<file path="src/rtl/core/acache_pkg.sv">
// Shared types, codes and constants of the associative cache.
`default_nettype none

package acache_pkg;

	// Operation codes of an input word.
	localparam logic [1:0] OP_GET   = 2'd0;
	localparam logic [1:0] OP_PUT   = 2'd1;
	localparam logic [1:0] OP_CLEAR = 2'd2;

	// Replacement policy codes.
	localparam logic POLICY_LRU  = 1'b0;
	localparam logic POLICY_RAND = 1'b1;

	// Random pick generator and counter widths.
	localparam int          LFSR_BITS  = 16;
	localparam int          LFSR_CNT_W = 4;
	localparam logic [15:0] LFSR_SEED  = 16'hACE1;
	localparam int          COUNT_BITS = 32;

	// Controller states.
	typedef enum logic [2:0] {
		ST_IDLE,
		ST_SCAN,
		ST_PICK,
		ST_MOD,
		ST_READ,
		ST_EVICT,
		ST_WRITE,
		ST_DONE
	} state_t;

	// Commands from the controller to the datapath.
	typedef struct packed {
		logic load;
		logic scan;
		logic pick_lru;
		logic pick_rand;
		logic mod_step;
		logic read_tgt;
		logic write;
		logic evict;
		logic finish;
	} cmd_t;

	// Status from the datapath to the controller.
	typedef struct packed {
		logic match;
		logic scan_end;
		logic mod_last;
		logic is_get;
		logic random;
	} stat_t;

endpackage

`default_nettype wire

</file>
<file path="src/rtl/core/acache_ctrl.sv">
// Controller state machine of the associative cache.
`default_nettype none

module acache_ctrl (
	input  wire logic               clk,
	input  wire logic               arst_n,
	input  wire logic               start,
	input  wire logic [1:0]         op,
	input  wire acache_pkg::stat_t  stat,
	output acache_pkg::cmd_t        cmd,
	output logic                    busy
);

	acache_pkg::state_t state_q;
	acache_pkg::state_t state_d;

	// State register.
	always_ff @(posedge clk or negedge arst_n) begin
		if (!arst_n) begin
			state_q <= acache_pkg::ST_IDLE;
		end else begin
			state_q <= state_d;
		end
	end

	// Next state and commands.
	always_comb begin
		state_d = state_q;
		cmd     = '0;
		busy    = 1'b1;
		unique case (state_q)
			acache_pkg::ST_IDLE: begin
				busy = 1'b0;
				if (start) begin
					cmd.load = 1'b1;
					if (op == acache_pkg::OP_GET || op == acache_pkg::OP_PUT) begin
						state_d = acache_pkg::ST_SCAN;
					end else begin
						state_d = acache_pkg::ST_DONE;
					end
				end
			end
			acache_pkg::ST_SCAN: begin
				cmd.scan = 1'b1;
				if (stat.match) begin
					state_d = acache_pkg::ST_WRITE;
				end else if (stat.scan_end) begin
					state_d = stat.is_get ? acache_pkg::ST_DONE : acache_pkg::ST_PICK;
				end
			end
			acache_pkg::ST_PICK: begin
				if (stat.random) begin
					cmd.pick_rand = 1'b1;
					state_d       = acache_pkg::ST_MOD;
				end else begin
					cmd.pick_lru = 1'b1;
					state_d      = acache_pkg::ST_READ;
				end
			end
			acache_pkg::ST_MOD: begin
				cmd.mod_step = 1'b1;
				if (stat.mod_last) begin
					state_d = acache_pkg::ST_READ;
				end
			end
			acache_pkg::ST_READ: begin
				cmd.read_tgt = 1'b1;
				state_d      = acache_pkg::ST_EVICT;
			end
			acache_pkg::ST_EVICT: begin
				cmd.evict = 1'b1;
				cmd.write = 1'b1;
				state_d   = acache_pkg::ST_DONE;
			end
			acache_pkg::ST_WRITE: begin
				cmd.write = 1'b1;
				state_d   = acache_pkg::ST_DONE;
			end
			acache_pkg::ST_DONE: begin
				cmd.finish = 1'b1;
				state_d    = acache_pkg::ST_IDLE;
			end
			default: begin
				state_d = acache_pkg::ST_IDLE;
			end
		endcase
	end

endmodule

`default_nettype wire

</file>
<file path="src/rtl/core/acache_dp.sv">
// Datapath of the associative cache: slot memories, scan, pick and counters.
`default_nettype none

module acache_dp #(
	parameter int ENTRIES    = 16,
	parameter int KEY_BITS   = 32,
	parameter int DATA_BITS  = 32,
	parameter int STAMP_BITS = 32
) (
	input  wire logic                          clk,
	input  wire logic                          arst_n,
	input  wire acache_pkg::cmd_t              cmd,
	output acache_pkg::stat_t                  stat,
	input  wire logic [1:0]                    op,
	input  wire logic [KEY_BITS-1:0]           key,
	input  wire logic [DATA_BITS-1:0]          entry_data,
	input  wire logic                          cfg_we,
	input  wire logic                          cfg_policy,
	output logic                               done,
	output logic                               hit,
	output logic [DATA_BITS-1:0]               hit_data,
	output logic                               evicted,
	output logic [KEY_BITS-1:0]                evicted_key,
	output logic [acache_pkg::COUNT_BITS-1:0]  hit_count,
	output logic [acache_pkg::COUNT_BITS-1:0]  miss_count
);

	localparam int IDX_W = $clog2(ENTRIES);
	localparam logic [IDX_W-1:0] LAST_IDX = IDX_W'(ENTRIES - 1);
	localparam logic [acache_pkg::LFSR_CNT_W-1:0] BIT_TOP = acache_pkg::LFSR_CNT_W'(1);
	// Reciprocal of ENTRIES, exact for every LFSR value with this shift.
	localparam int DIV_SHIFT = acache_pkg::LFSR_BITS + IDX_W;
	localparam int RECIP_W   = acache_pkg::LFSR_BITS + 1;
	localparam int PROD_W    = acache_pkg::LFSR_BITS + RECIP_W;
	localparam logic [RECIP_W-1:0] RECIP =
		RECIP_W'(((1 << DIV_SHIFT) + ENTRIES - 1) / ENTRIES);
	localparam logic [acache_pkg::LFSR_BITS-1:0] ENTRIES_L =
		acache_pkg::LFSR_BITS'(ENTRIES);

	// Slot memories and valid bits.
	logic [KEY_BITS-1:0]   key_mem   [ENTRIES];
	logic [DATA_BITS-1:0]  data_mem  [ENTRIES];
	logic [STAMP_BITS-1:0] stamp_mem [ENTRIES];
	logic [ENTRIES-1:0]    valid_q;

	logic [KEY_BITS-1:0]   key_rd_q;
	logic [DATA_BITS-1:0]  data_rd_q;
	logic [STAMP_BITS-1:0] stamp_rd_q;

	// Current command word.
	logic [1:0]            op_q;
	logic [KEY_BITS-1:0]   key_q;
	logic [DATA_BITS-1:0]  data_q;

	// Scan, pick and policy state.
	logic [IDX_W-1:0]      idx_q;
	logic                  cmp_vld_s1;
	logic [IDX_W-1:0]      cmp_idx_s1;
	logic [IDX_W-1:0]      target_q;
	logic [STAMP_BITS-1:0] min_stamp_q;
	logic [IDX_W-1:0]      min_idx_q;
	logic                  policy_q;
	logic [STAMP_BITS-1:0] clock_q;
	logic [acache_pkg::LFSR_BITS-1:0]  lfsr_q;
	logic [acache_pkg::LFSR_CNT_W-1:0] bit_q;
	logic [acache_pkg::LFSR_BITS-1:0]  quot_q;

	// Result and counter state.
	logic                  done_q;
	logic                  hit_q;
	logic [DATA_BITS-1:0]  hit_data_q;
	logic                  evicted_q;
	logic [KEY_BITS-1:0]   evicted_key_q;
	logic [acache_pkg::COUNT_BITS-1:0] hits_q;
	logic [acache_pkg::COUNT_BITS-1:0] misses_q;

	logic                  is_get;
	logic                  is_put;
	logic                  match;
	logic [IDX_W-1:0]      rd_addr;
	logic                  rd_en;
	logic [acache_pkg::LFSR_BITS-1:0] lfsr_next;
	logic [PROD_W-1:0]     quot_prod;
	logic [acache_pkg::LFSR_BITS-1:0] rem_full;

	assign is_get = (op_q == acache_pkg::OP_GET);
	assign is_put = (op_q == acache_pkg::OP_PUT);

	// A get matches a valid slot with its key; a put matches an empty slot.
	assign match = cmp_vld_s1 && (is_get ? (valid_q[cmp_idx_s1] && key_rd_q == key_q)
	                                     : !valid_q[cmp_idx_s1]);

	always_comb begin
		stat          = '0;
		stat.match    = cmd.scan && match;
		stat.scan_end = cmd.scan && cmp_vld_s1 && !match && (cmp_idx_s1 == LAST_IDX);
		stat.mod_last = (bit_q == '0);
		stat.is_get   = is_get;
		stat.random   = (policy_q == acache_pkg::POLICY_RAND);
	end

	// Random pick: LFSR step, then the quotient by a reciprocal multiply and
	// the remainder by a multiply and subtract in the following cycle.
	assign lfsr_next = {lfsr_q[0] ^ lfsr_q[2] ^ lfsr_q[3] ^ lfsr_q[5], lfsr_q[15:1]};
	assign quot_prod = PROD_W'(lfsr_q) * PROD_W'(RECIP);
	assign rem_full  = lfsr_q - quot_q * ENTRIES_L;

	// Memory read port, registered.
	assign rd_addr = cmd.read_tgt ? target_q : idx_q;
	assign rd_en   = cmd.scan || cmd.read_tgt;

	always_ff @(posedge clk) begin
		if (rd_en) begin
			key_rd_q   <= key_mem[rd_addr];
			data_rd_q  <= data_mem[rd_addr];
			stamp_rd_q <= stamp_mem[rd_addr];
		end
	end

	// Memory write port at the chosen slot.
	always_ff @(posedge clk) begin
		if (cmd.write) begin
			stamp_mem[target_q] <= clock_q;
			if (is_put) begin
				key_mem[target_q]  <= key_q;
				data_mem[target_q] <= data_q;
			end
		end
	end

	// Payload registers without reset.
	always_ff @(posedge clk) begin
		if (cmd.load) begin
			op_q   <= op;
			key_q  <= key;
			data_q <= entry_data;
		end
		if (cmd.scan) begin
			cmp_idx_s1 <= idx_q;
		end
		if (cmd.scan && cmp_vld_s1) begin
			if (cmp_idx_s1 == '0 || stamp_rd_q < min_stamp_q) begin
				min_stamp_q <= stamp_rd_q;
				min_idx_q   <= cmp_idx_s1;
			end
		end
		if (cmd.scan && match) begin
			target_q <= cmp_idx_s1;
		end else if (cmd.pick_lru) begin
			target_q <= min_idx_q;
		end else if (cmd.mod_step && bit_q == '0) begin
			target_q <= rem_full[IDX_W-1:0];
		end
		if (cmd.mod_step && bit_q != '0) begin
			quot_q <= acache_pkg::LFSR_BITS'(quot_prod >> DIV_SHIFT);
		end
	end

	// Control state: scan counter, valid bits, clock, LFSR, policy.
	always_ff @(posedge clk or negedge arst_n) begin
		if (!arst_n) begin
			idx_q      <= '0;
			cmp_vld_s1 <= 1'b0;
			valid_q    <= '0;
			clock_q    <= STAMP_BITS'(1);
			lfsr_q     <= acache_pkg::LFSR_SEED;
			bit_q      <= '0;
			policy_q   <= acache_pkg::POLICY_LRU;
		end else begin
			cmp_vld_s1 <= cmd.scan;
			if (cmd.load) begin
				idx_q <= '0;
			end else if (cmd.scan) begin
				idx_q <= (idx_q == LAST_IDX) ? '0 : idx_q + 1'b1;
			end
			if (cmd.write) begin
				if (is_put) begin
					valid_q[target_q] <= 1'b1;
				end
				if (clock_q != '1) begin
					clock_q <= clock_q + 1'b1;
				end
			end
			if (cmd.pick_rand) begin
				lfsr_q <= lfsr_next;
				bit_q  <= BIT_TOP;
			end else if (cmd.mod_step) begin
				bit_q <= bit_q - 1'b1;
			end
			if (cfg_we) begin
				policy_q <= cfg_policy;
			end
		end
	end

	// Result fields and saturating counters.
	always_ff @(posedge clk or negedge arst_n) begin
		if (!arst_n) begin
			done_q        <= 1'b0;
			hit_q         <= 1'b0;
			hit_data_q    <= '0;
			evicted_q     <= 1'b0;
			evicted_key_q <= '0;
			hits_q        <= '0;
			misses_q      <= '0;
		end else begin
			done_q <= cmd.finish;
			if (cmd.load) begin
				hit_q         <= 1'b0;
				hit_data_q    <= '0;
				evicted_q     <= 1'b0;
				evicted_key_q <= '0;
			end
			if (cmd.scan && match && is_get) begin
				hit_q      <= 1'b1;
				hit_data_q <= data_rd_q;
			end
			if (cmd.evict) begin
				evicted_q     <= 1'b1;
				evicted_key_q <= key_rd_q;
			end
			if (cmd.finish) begin
				if (op_q == acache_pkg::OP_CLEAR) begin
					hits_q   <= '0;
					misses_q <= '0;
				end else if (is_get) begin
					if (hit_q) begin
						if (hits_q != '1) begin
							hits_q <= hits_q + 1'b1;
						end
					end else if (misses_q != '1) begin
						misses_q <= misses_q + 1'b1;
					end
				end
			end
		end
	end

	assign done        = done_q;
	assign hit         = hit_q;
	assign hit_data    = hit_data_q;
	assign evicted     = evicted_q;
	assign evicted_key = evicted_key_q;
	assign hit_count   = hits_q;
	assign miss_count  = misses_q;

	// The result strobe lasts a single cycle.
	assert property (@(posedge clk) disable iff (!arst_n) done_q |=> !done_q)
		else $error("result strobe held for more than one cycle");

	// A word never reports both a hit and an eviction.
	assert property (@(posedge clk) disable iff (!arst_n) done_q |-> !(hit_q && evicted_q))
		else $error("hit and eviction reported together");

	// Slot writes stay inside the cache.
	assert property (@(posedge clk) disable iff (!arst_n)
		cmd.write |-> (int'(target_q) < ENTRIES))
		else $error("slot write beyond the last entry");

	// The LFSR never locks up at zero.
	assert property (@(posedge clk) disable iff (!arst_n) lfsr_q != '0)
		else $error("random pick generator reached zero");

	// The access clock never wraps to zero.
	assert property (@(posedge clk) disable iff (!arst_n) clock_q != '0)
		else $error("access clock wrapped");

endmodule

`default_nettype wire

</file>
<file path="src/rtl/core/assoc_cache_lru_random_replace.sv">
// Top level of the fully associative cache with LRU or random replacement.
//
// Channel   Direction  Handshake                  Word
// command   in         start, busy                op, key, entry_data
// result    out        done (one-cycle strobe)    hit, hit_data, evicted, evicted_key,
//                                                 hit_count, miss_count
// config    in         cfg_valid, cfg_ready       cfg_policy
//
// A word is taken when start is high and busy is low; its result strobe follows
// the last busy cycle. The slot scan reads one entry a cycle from the slot
// memories and stops at a get hit or, for a put, at an empty slot. A get miss
// ends after the full scan; a put with no empty slot goes on to an LRU or a random
// replacement (a reciprocal multiply, then a multiply and subtract, reduce the LFSR
// value modulo ENTRIES). A clear or the unused code skips the scan.
// Reset clears the valid bits at once, so no clearing pass is needed. The
// receiver cannot stall the result.
`default_nettype none

module assoc_cache_lru_random_replace #(
	parameter int ENTRIES    = 16,
	parameter int KEY_BITS   = 32,
	parameter int DATA_BITS  = 32,
	parameter int STAMP_BITS = 32
) (
	input  wire logic                          clk,
	input  wire logic                          arst_n,
	input  wire logic                          start,
	output logic                               busy,
	input  wire logic [1:0]                    op,
	input  wire logic [KEY_BITS-1:0]           key,
	input  wire logic [DATA_BITS-1:0]          entry_data,
	output logic                               done,
	output logic                               hit,
	output logic [DATA_BITS-1:0]               hit_data,
	output logic                               evicted,
	output logic [KEY_BITS-1:0]                evicted_key,
	output logic [acache_pkg::COUNT_BITS-1:0]  hit_count,
	output logic [acache_pkg::COUNT_BITS-1:0]  miss_count,
	input  wire logic                          cfg_valid,
	output logic                               cfg_ready,
	input  wire logic                          cfg_policy
);

	acache_pkg::cmd_t  cmd;
	acache_pkg::stat_t stat;

	// The policy register takes a write in any cycle.
	assign cfg_ready = 1'b1;

	acache_ctrl u_ctrl (
		.clk    (clk),
		.arst_n (arst_n),
		.start  (start),
		.op     (op),
		.stat   (stat),
		.cmd    (cmd),
		.busy   (busy)
	);

	acache_dp #(
		.ENTRIES    (ENTRIES),
		.KEY_BITS   (KEY_BITS),
		.DATA_BITS  (DATA_BITS),
		.STAMP_BITS (STAMP_BITS)
	) u_dp (
		.clk         (clk),
		.arst_n      (arst_n),
		.cmd         (cmd),
		.stat        (stat),
		.op          (op),
		.key         (key),
		.entry_data  (entry_data),
		.cfg_we      (cfg_valid && cfg_ready),
		.cfg_policy  (cfg_policy),
		.done        (done),
		.hit         (hit),
		.hit_data    (hit_data),
		.evicted     (evicted),
		.evicted_key (evicted_key),
		.hit_count   (hit_count),
		.miss_count  (miss_count)
	);

endmodule

`default_nettype wire
</file>
<file path="config.mk">
export PLATFORM = sky130hd
export DESIGN_NAME = assoc_cache_lru_random_replace
export DESIGN_NICKNAME = d
export VERILOG_FILES = /design/src/rtl/core/acache_pkg.sv /design/src/rtl/core/acache_ctrl.sv /design/src/rtl/core/acache_dp.sv /design/src/rtl/core/assoc_cache_lru_random_replace.sv
export SDC_FILE = /design/constraint.sdc
export NUM_CORES = 2
export LEC_CHECK = 0
export BUFFER_PORTS_ARGS = -buffer_cell sky130_fd_sc_hd__clkbuf_2
export CAP_MARGIN = 0
export CORE_UTILIZATION = 45
export CTS_CLUSTER_SIZE = 10
export DETAILED_ROUTE_END_ITERATION = 7
export GPL_TIMING_DRIVEN = 0
export SLEW_MARGIN = 30
export SYNTH_ARGS = -nofsm -noshare
export SYNTH_HDL_FRONTEND = slang
export SYNTH_SLANG_ARGS = --single-unit
</file>
<file path="constraint.sdc">
create_clock -name clk -period 10.9 [get_ports clk]
set_input_delay 2.18 -clock clk [delete_from_list [all_inputs] [get_ports clk]]
set_output_delay 2.18 -clock clk [all_outputs]
set_load 0.01 [all_outputs]
</file>
==> results.sh <==
export IMPL_final_instance_count_excl_fill=6929
export IMPL_hold_class="reg2reg"
export IMPL_tritoncts_clock_tree="done"
export IMPL_critPathRequiredTime_ns=11.50
export IMPL_critPathMaxFanout=10
export IMPL_clock_latency_ns=0.87
export IMPL_mostFrequentLayoutCell="edfxtp_1"
export IMPL_drt_iter0_drc=4471
export IMPL_postSynth_topFlopCell="edfxtp_1"
export IMPL_synthDistinctLibCells=56
export IMPL_outcome="finished clean"
export IMPL_clk_pin_slew_ns=0.06
export IMPL_place_area_um2=82300
export IMPL_grt_antenna_before_repair=10
export IMPL_drt_first_pass_iters=5
export IMPL_finalHoldViolCount=0
export IMPL_grt_max_degree=77
export IMPL_viasPerCell=5.72
export IMPL_worstSetupEndpointType="register"
export IMPL_layout_core_utilization_pct=53.7
export IMPL_detail_route_drc_violations=0
export IMPL_detail_route_antenna_nets=0
export IMPL_worst_path_arrival_ns=5.39
export IMPL_globalRouteOverflowTotal=0
export IMPL_max_cap_violations=0
export IMPL_cts_root_buffer_cell="clkbuf_16"
export IMPL_power_sequential_fraction_pct=43.2
export IMPL_hpwl_mm=127
export IMPL_final_max_slew_viol_count=0
export IMPL_yosysWarnings=0
export IMPL_num_rows=149
export IMPL_rsz0062_at_grt="false"
export IMPL_cts_sinks=1950
export IMPL_cts_inserted_buffers=215
export IMPL_fin_tns_setup_ns=0
export IMPL_worst_ir_drop_vdd_uv=194
export IMPL_syn_inst=3938
export IMPL_synth_edf_count=1742
export IMPL_syn_nets=4045
export IMPL_initial_core_util_pct=45.5
export IMPL_avgRoutedWirePerCell_um=27.4
export IMPL_post_synthesis_to_final_layout_area_growth_pct=18.0
export IMPL_ys_async_sr_fraction_pct=10.7
export IMPL_slew_limit_headroom_pct=33.5
export IMPL_finalInstanceArea_um2=88700
export IMPL_min_period_over_period_pct=43.9
export IMPL_p_clk_share_pct=30.2
export IMPL_postCtsSetupRepairBufs=0
export IMPL_io_pin_count=204
export IMPL_cts_hold_buffers=0
export IMPL_most_common_layout_cells="edfxtp_1 (1742), mux4_2 (389), nand2_1 (386)"
export IMPL_cts_buffer_depth=3
export IMPL_detailroute_via_count=39600
export IMPL_wirelength_mm=190
export IMPL_timing_worst_slew_pin_value_ns=0.986
export IMPL_global_route_usage_over_all_layers_pct=22.7
export IMPL_synth_area_per_cell_um2=19.1
export IMPL_postSynthRegisterBits=1950
export IMPL_switching_share_pct=30.9
export IMPL_drive_gt1_share_pct=25.2
export IMPL_floorplan_die_width_um=411
export IMPL_syn_cell_area_um2=75200
export IMPL_die_area_um2=169000
export IMPL_yosysSeqAreaShare_pct=76.5
export IMPL_power_per_cell_area_nw_per_um2=248
export IMPL_internal_power_mw=15.2
export IMPL_p_comb_share_pct=26.6
export IMPL_path_class="reg2reg"
export IMPL_first_global_vias=39800
export IMPL_power_static_leakage_nw=31.2
export IMPL_r2r_slack_ns=6.11
export IMPL_maxClockFrequency_mhz=209
export IMPL_grt_first_pass_wirelength_mm=276
export IMPL_report_final_setup_viol=0
export IMPL_layout_nets=4664
export IMPL_p_sw_mw=6.81
export IMPL_finalWorstPathRequiredPeriod_ns=4.79
export IMPL_dieHeight_um=411
export IMPL_dp_cells=6529
export IMPL_skew_ns=0.0692
export IMPL_gp_congestion=0.802
export IMPL_core_region_area_um2=165000
export IMPL_timing_critical_path_from_type="register"
export IMPL_ctsHtreeMaxLevel=4
export IMPL_port_buffer_count=202
export IMPL_post_cts_resized=0
## per-stage QoR
stage,total power [mW],hold slack [ns],setup slack (ns)
after CTS,22.2,0.413,6.07
after floorplan,13.2,0.417,2.95
after global routing,22.9,0.439,5.85
after global placement,15.3,0.427,-6.55
final,22.0,0.421,6.11
after detailed placement,15.6,0.437,6.08
## critical path, cell delays in order (launching register included)
cell and delay [ns]:
dfrtp_1 0.35, buf_2 0.19, nor3_4 0.33, mux2i_2 0.68, buf_2 0.63, buf_2 0.70, clkbuf_1 0.77, mux4_2 0.36
nand2_1 0.06, a31oi_1 0.42
## power groups by stage
stage	clock [mW]	combinational (mW)	sequential [mW]
CTS	6.76	5.96	9.50
global route	7.04	6.28	9.56
floorplan	0	3.62	9.53
finish	6.65	5.87	9.50
global placement	0	5.60	9.72
detailed placement	0	5.93	9.64
## Yosys cell counts, types with 6 or more instances
library cell / instances / area share, %
mux2_2: 27 / 0.40
xnor2_1: 36 / 0.42
or3_1: 10 / 0.083
mux2i_1: 6 / 0.080
nor3_1: 31 / 0.21
mux4_2: 389 / 12
and3_1: 17 / 0.14
nand2_1: 386 / 1.9
dfrtp_1: 199 / 6.6
buf_1: 27 / 0.13
buf_2: 51 / 0.34
nand4_1: 34 / 0.28
a211oi_1: 99 / 0.99
nand3_1: 72 / 0.48
a21oi_1: 26 / 0.17
edfxtp_1: 1742 / 70
inv_1: 51 / 0.25
or2_2: 21 / 0.17
a21o_1: 13 / 0.13
o211ai_1: 7 / 0.070
a31oi_1: 101 / 0.84
xor2_1: 87 / 1.0
o21ai_0: 46 / 0.31
ha_1: 36 / 0.60
clkbuf_1: 117 / 0.58
dfstp_2: 9 / 0.31
and4_1: 13 / 0.15
nor4_1: 20 / 0.17
and2_1: 105 / 0.87
nand2b_1: 9 / 0.075
nor2_1: 119 / 0.59
## kinds of logic after synthesis
logic type                 Yosys count  synth area share [%]
DFF                               1950                  76.5
and+or+nand+nor                    850                  5.30
muxes                              422                  12.1
AOI/OAI and AO/OA                  307                  2.68
buffers and inverters              249                  1.34
xor gates and xnor gates           123                  1.43
adders and majority gates           36                 0.599
other                                1               0.00499
## registers in the layout (all words and copies together), names as in the netlist, 16 cells and up
signal,count
u_dp.valid_q,16
u_dp.hit_data,32
u_dp.miss_count,32
u_dp.hit_count,32
u_dp.evicted_key,32
u_dp.min_stamp_q,32
u_dp.stamp_mem,512
u_dp.key_rd_q,32
u_dp.key_q,32
u_dp.data_rd_q,32
u_dp.clock_q,32
u_dp.data_q,32
u_dp.key_mem,512
u_dp.data_mem,512
u_dp.stamp_rd_q,32
u_dp.lfsr_q,16
## cell type report
type | instances | area, um^2
Timing Repair Buffer | 402 | 4110
Fill cell | 12900 | 76600
Inverter | 52 | 200
Clock buffer | 382 | 6080
Multi-Input combinational cell | 1739 | 16900
Tap cell | 2189 | 2740
Clock inverter | 16 | 327
Sequential cell | 1950 | 57500
Antenna cell | 2 | 5.00
Buffer | 197 | 826
## metal layers
layer / global-route usage, % / vias to the layer above / part of all wire (%)
met5: 0 / - / 0.013
met4: 6.87 / 4 / 2.6
met3: 4.72 / 278 / 7.7
met2: 35.3 / 1508 / 47
met1: 32.2 / 20900 / 43
li1: - / 16900 / -
## final timing paths
path / start / to / depth (start not counted)
worst max-delay path: u_ctrl.state_q[0]$_DFFE_PN0P_ / u_dp.stamp_rd_q[22]$_DFFE_PP_ / 9
worst min-delay path: u_dp.stamp_rd_q[0]$_DFFE_PP_ / u_dp.min_stamp_q[0]$_DFFE_PP_ / 0
worst max register to register: u_ctrl.state_q[0]$_DFFE_PN0P_ / u_dp.stamp_rd_q[22]$_DFFE_PP_ / 9
worst min register to register: u_dp.stamp_rd_q[0]$_DFFE_PP_ / u_dp.min_stamp_q[0]$_DFFE_PP_ / 0
max in group asynchronous: arst_n / u_dp.evicted_key[4]$_DFFE_PN0P_ / 3
min in group asynchronous: arst_n / u_dp.clock_q[17]$_DFFE_PN0P_ / 1
No activity file was read; power rests on OpenSTA's default activity.
